===== config.mk =====
export PLATFORM = sky130hd
export DESIGN_NAME = bmh_cmp
export DESIGN_NICKNAME = d
export VERILOG_FILES = /design/src/rtl/core/bmh_pkg.sv /design/src/rtl/core/bmh_cmp.sv
export SDC_FILE = /design/constraint.sdc
export NUM_CORES = 1
export LEC_CHECK = 0
export CORE_ASPECT_RATIO = 1.75
export CORE_UTILIZATION = 72
export DETAILED_ROUTE_END_ITERATION = 10
export DONT_BUFFER_PORTS = 1
export GPL_TIMING_DRIVEN = 1
export PLACE_DENSITY = 0.95
export SLEW_MARGIN = 10
export SYNTH_ARGS = -nofsm -noshare
export SYNTH_HDL_FRONTEND = slang
export SYNTH_SLANG_ARGS = --single-unit

===== constraint.sdc =====
create_clock -name vclk -period 12.4
set_input_delay 2.48 -clock vclk [all_inputs]
set_output_delay 2.48 -clock vclk [all_outputs]
set_load 0.05 [all_outputs]

===== src/rtl/core/bmh_pkg.sv =====
`timescale 1ns / 1ps

package bmh_pkg;

    // store geometry (depth is a power of two, the store is a ring)
    localparam int STORE_DEPTH = 64;
    localparam int ADDR_W      = $clog2(STORE_DEPTH);
    localparam int CNT_W       = ADDR_W + 1;

    // field widths
    localparam int KEY_W      = 64;
    localparam int VAL_W      = 64;
    localparam int CAP_W      = 6;
    localparam int CFG_IDX_W  = 8;
    localparam int CFG_DATA_W = 8;

    // configuration register indexes
    localparam logic [CFG_IDX_W-1:0] CFG_CAPACITY  = CFG_IDX_W'(0);
    localparam logic [CFG_IDX_W-1:0] CFG_KEY_FLOAT = CFG_IDX_W'(1);

    // reset values of the configuration registers
    localparam logic [CAP_W-1:0] CAP_RESET = CAP_W'(63);

    typedef struct packed {
        logic [VAL_W-1:0] value;
        logic [KEY_W-1:0] key;
    } t_entry;

    typedef struct packed {
        logic              wr_en;
        logic [ADDR_W-1:0] wr_addr;
        t_entry            wr_data;
        logic              rd_en;
        logic [ADDR_W-1:0] rd_addr;
    } t_mem_req;

    typedef enum logic [2:0] {
        S_IDLE,
        S_CMP,
        S_INS,
        S_POST,
        S_EMIT
    } t_state;

    // maps a key onto an unsigned code whose order is the key order
    function automatic logic [KEY_W-1:0] order_code(input logic [KEY_W-1:0] k,
                                                    input logic              is_float);
        logic [KEY_W-1:0] sign;
        logic [KEY_W-1:0] kk;
        sign = {1'b1, {(KEY_W-1){1'b0}}};
        kk   = k;
        if (is_float) begin
            // negative zero folds onto positive zero
            if (kk == sign) begin
                kk = '0;
            end
            order_code = kk[KEY_W-1] ? ~kk : (kk | sign);
        end else begin
            order_code = kk;
        end
    endfunction

endpackage


===== src/rtl/core/bmh_cmp.sv =====
`timescale 1ns / 1ps

module bmh_cmp (
    input  logic [bmh_pkg::KEY_W-1:0] i_a,
    input  logic [bmh_pkg::KEY_W-1:0] i_b,
    input  logic                      i_is_float,
    output logic                      o_above
);

    logic [bmh_pkg::KEY_W-1:0] code_a;
    logic [bmh_pkg::KEY_W-1:0] code_b;

    // strict compare of the order codes, equal keys never move
    always_comb begin
        code_a  = bmh_pkg::order_code(i_a, i_is_float);
        code_b  = bmh_pkg::order_code(i_b, i_is_float);
        o_above = (code_a > code_b);
    end

endmodule


==> implementation parameters <==
Parameter                              Value

Run status
  Outcome ... completed

Floorplanning
  Total core area ... approximately 0.0045 mm2
  Die extent in x ... 54.09 um
  Die span in y ... 93.15 um
  Full die area ... 0.005038 mm2
  # IOs ... 130
  Std cell rows ... 32
  Effective utilization at floorplan ... 76.23%

Finish
  Total number of sequential cells ... 0
  Final antenna diode count ... 0
  Most frequent standard cell in the layout excluding fill and tap cells ... sky130_fd_sc_hd__nand2_1
  Number of standard cells in the layout, taps in and fillers out ... 522
  Fraction of final layout cells sized beyond drive strength 1 ... 2.123%
  Commonest cells after routing, fill and taps aside ... sky130_fd_sc_hd__nand2_1 (84), sky130_fd_sc_hd__nor2_1 (71), sky130_fd_sc_hd__ha_1 (64)
  Area growth, synth to finish ... -1.428%
  Register area ... 0 um2
  Clk_buf instances ... 0
  Final-stage net count ... 666

GRT
  Via count of the first global-routing pass ... 3446
  Remaining global-route overflow ... 0
  GRT Overall Usage ... 35.90%
  Maximum number of pins on one net before global-route repair ... 65
  Number of antenna violations at the first check in global routing ... 0
  Wire length of the first global-routing pass ... 13.81 mm

Critical path
  Nature of the critical path startpoint ... input pin
  Peak fanout along the critical path ... 63
  Critical path required time ... 9920 ps
  Type of destination of the critical path ... output port
  CP Data Arrival Time ... a little over 7000 ps
  Worst Setup Path Type ... input pin to output port

Run
  Total of max-cap violations ... 0

Min path
  Origin of the worst min-delay path ... i_is_float
  Hold Path Stages ... 5
  Hold Path Sink ... o_above
  Path category of the worst min-delay check ... input pin to output port

Power and ir drop
  Cell area power density ... between 40 and 50 mW/mm2
  Total chip power ... 155.1 uW
  IR Drop Worst-Case VDD ... 50.47 uV
  Static leakage power ... about 1.5 nW

Placement
  Routability congestion estimate ... 0.9219
  Number of buffers added on ports ... 0
  DP Cell Count ... ~520
  Detailed placer's ending HPWL ... 7.505 mm
  Pre-CTS setup slack ... 2895 ps

STA
  Fin. max-slew vios ... 0
  Worst Tran Pin Value ... 1198 ps
  Setup tns final ... 0 ps
  Portion of the clock cycle consumed by the worst path in the final layout ... approximately three quarters
  Max Fclk ... 104.8 MHz
  Time the worst path needs with I/O delays and setup ... 9538 ps
  Setup repair after global routing missed its margin ... false
  Final hold vios ... 0
  Final setup fails ... 0
  Worst rel slew slack ... 19.75%
  Setup slack of the critical path after layout ... 2862 ps

Route
  Routed wire length per instance ... 17.52 um
  Number of antenna-violating nets in the routed design ... 0
  Via-to-Cell Ratio ... 6.630
  Starting DRC count in detailed routing ... approximately 110
  DRC violation count after routing ... 0
  Number of detailed-route iterations in the first pass ... 4
  DRT Wirelength ... 9.148 mm
  Via Count ... 3461

Yosys
  Dominant combinational cell family by area after synthesis ... XOR/XNOR gates
  Fraction of the yosys area taken by sequential cells ... 0%
  Adder-cell share of the synthesized area ... 23.43%
  Number of cells produced by synthesis ... just under 500
  Yosys warns ... 0
  Area share of the largest cell type after synthesis ... 23.43%
  Area of the mapped netlist ... 0.003418 mm2
  Mux share of post-synthesis cell area ... 0%
  Leading area contributor after synthesis ... sky130_fd_sc_hd__ha_1
  Synthesized-area fraction occupied by ao, oa, aoi and oai cells ... 8.931%
  Number of distinct library cell variants in the gate-level netlist after synthesis ... 33
  Xor and xnor fraction of the mapped netlist area ... between 30 and 40%
  Fraction of the mapped netlist area in simple logic gates ... 31.30%
  Avg Inst Size Synth ... 6.878 um2
  Cell types with the largest area share after synthesis ... sky130_fd_sc_hd__ha_1 (23%), sky130_fd_sc_hd__xnor2_1 (16%), sky130_fd_sc_hd__xor2_1 (16%), sky130_fd_sc_hd__nand2_1 (9.6%), sky130_fd_sc_hd__nor2_1 (7.8%)
  Post-synth net total ... 690

Clock tree
  Post-cts sizing count ... 0
  Post CTS Setup Buffer Count ... 0
  Post-cts hold buffer count ... 0
[worst max-delay path, stage by stage]
cell                        delay [ps]
sky130_fd_sc_hd__nor4_1            400
sky130_fd_sc_hd__nand4_1           220
sky130_fd_sc_hd__nor4_1            380
sky130_fd_sc_hd__and2_2            920
sky130_fd_sc_hd__nor2_1            130
sky130_fd_sc_hd__ha_1              370
sky130_fd_sc_hd__nand4_1           190
sky130_fd_sc_hd__nor4_4            340
sky130_fd_sc_hd__nand4_1           250
sky130_fd_sc_hd__nor4_4            350
sky130_fd_sc_hd__a2111oi_1         120
sky130_fd_sc_hd__a31oi_1           880
[kinds of logic (layout without fill, tap and decap cells)]
logic type / Yosys count / count (layout)
buffers and inverters: 28 / 2
adder cells (fa/ha/maj): 64 / 64
AND/OR/NAND/NOR: 227 / 227
AO/OA/AOI/OAI: 52 / 52
XOR/XNOR: 126 / 126
[metal layers]
layer  share of wire, %  track usage [%]  vias up
li1                   -                -     1669
met1                 34            34.11     1572
met2                 52            66.05      176
met3                7.8            7.154       44
met4                6.4            20.94        0
met5                  0                0        -
[where the power goes]
group | leakage [nW] | internal, mW | switching (mW) | total [mW]
Combinational | 1.54 | 0.0695 | 0.0856 | 0.155
Clock | 0 | 0 | 0 | 0
Sequential | 0 | 0 | 0 | 0
[Yosys cell counts (all sizes together)]
cell type  count
a21o           2
a221oi         2
or2            1
buf           13
a21oi         30
nor4          35
a2bb2oi        1
nor4b          2
o21ai          9
o21a           2
o2111ai        1
nand2         87
xnor2         63
a31oi          1
a221o          2
clkbuf        13
a2111oi        1
nand4         18
nor2          71
xor2          63
and4           1
a211o          1
and2           1
or4            1
nor3           1
nand2b         2
inv            2
nand3          7
ha            64
[stage by stage]
step / hold WS [ps] / util (%) / instance area (um2)
after floorplan: 5697 / - / 3418
after global placement: 5756 / 75.14 / 3369
after detailed placement: 5762 / 75.14 / 3369
after CTS: 5771 / 75.14 / 3369
after global routing: 5857 / 75.14 / 3369
final: 5785 / 75.14 / 3369
[how the worst max path moves through the flow]
| stage | startpoint | to | slack (ps) | cells past startpoint |
|---|---|---|---|---|
| global route | i_a[0] | o_above | 2590 | 12 |
| global placement | i_a[18] | o_above | 3030 | 12 |
| detailed placement | i_a[18] | o_above | 2890 | 12 |
| finish | i_a[18] | o_above | 2860 | 12 |
| CTS | i_a[18] | o_above | 2880 | 12 |
| floorplan | i_a[61] | o_above | 4060 | 13 |
[area by class of cell]
class / count / area [um2]
fillers: 371 / 1115
multi-input cells: 469 / 3298
inverters: 2 / 7.507
well taps: 51 / 63.81
Note: power is estimated with default switching activity, not from simulation.
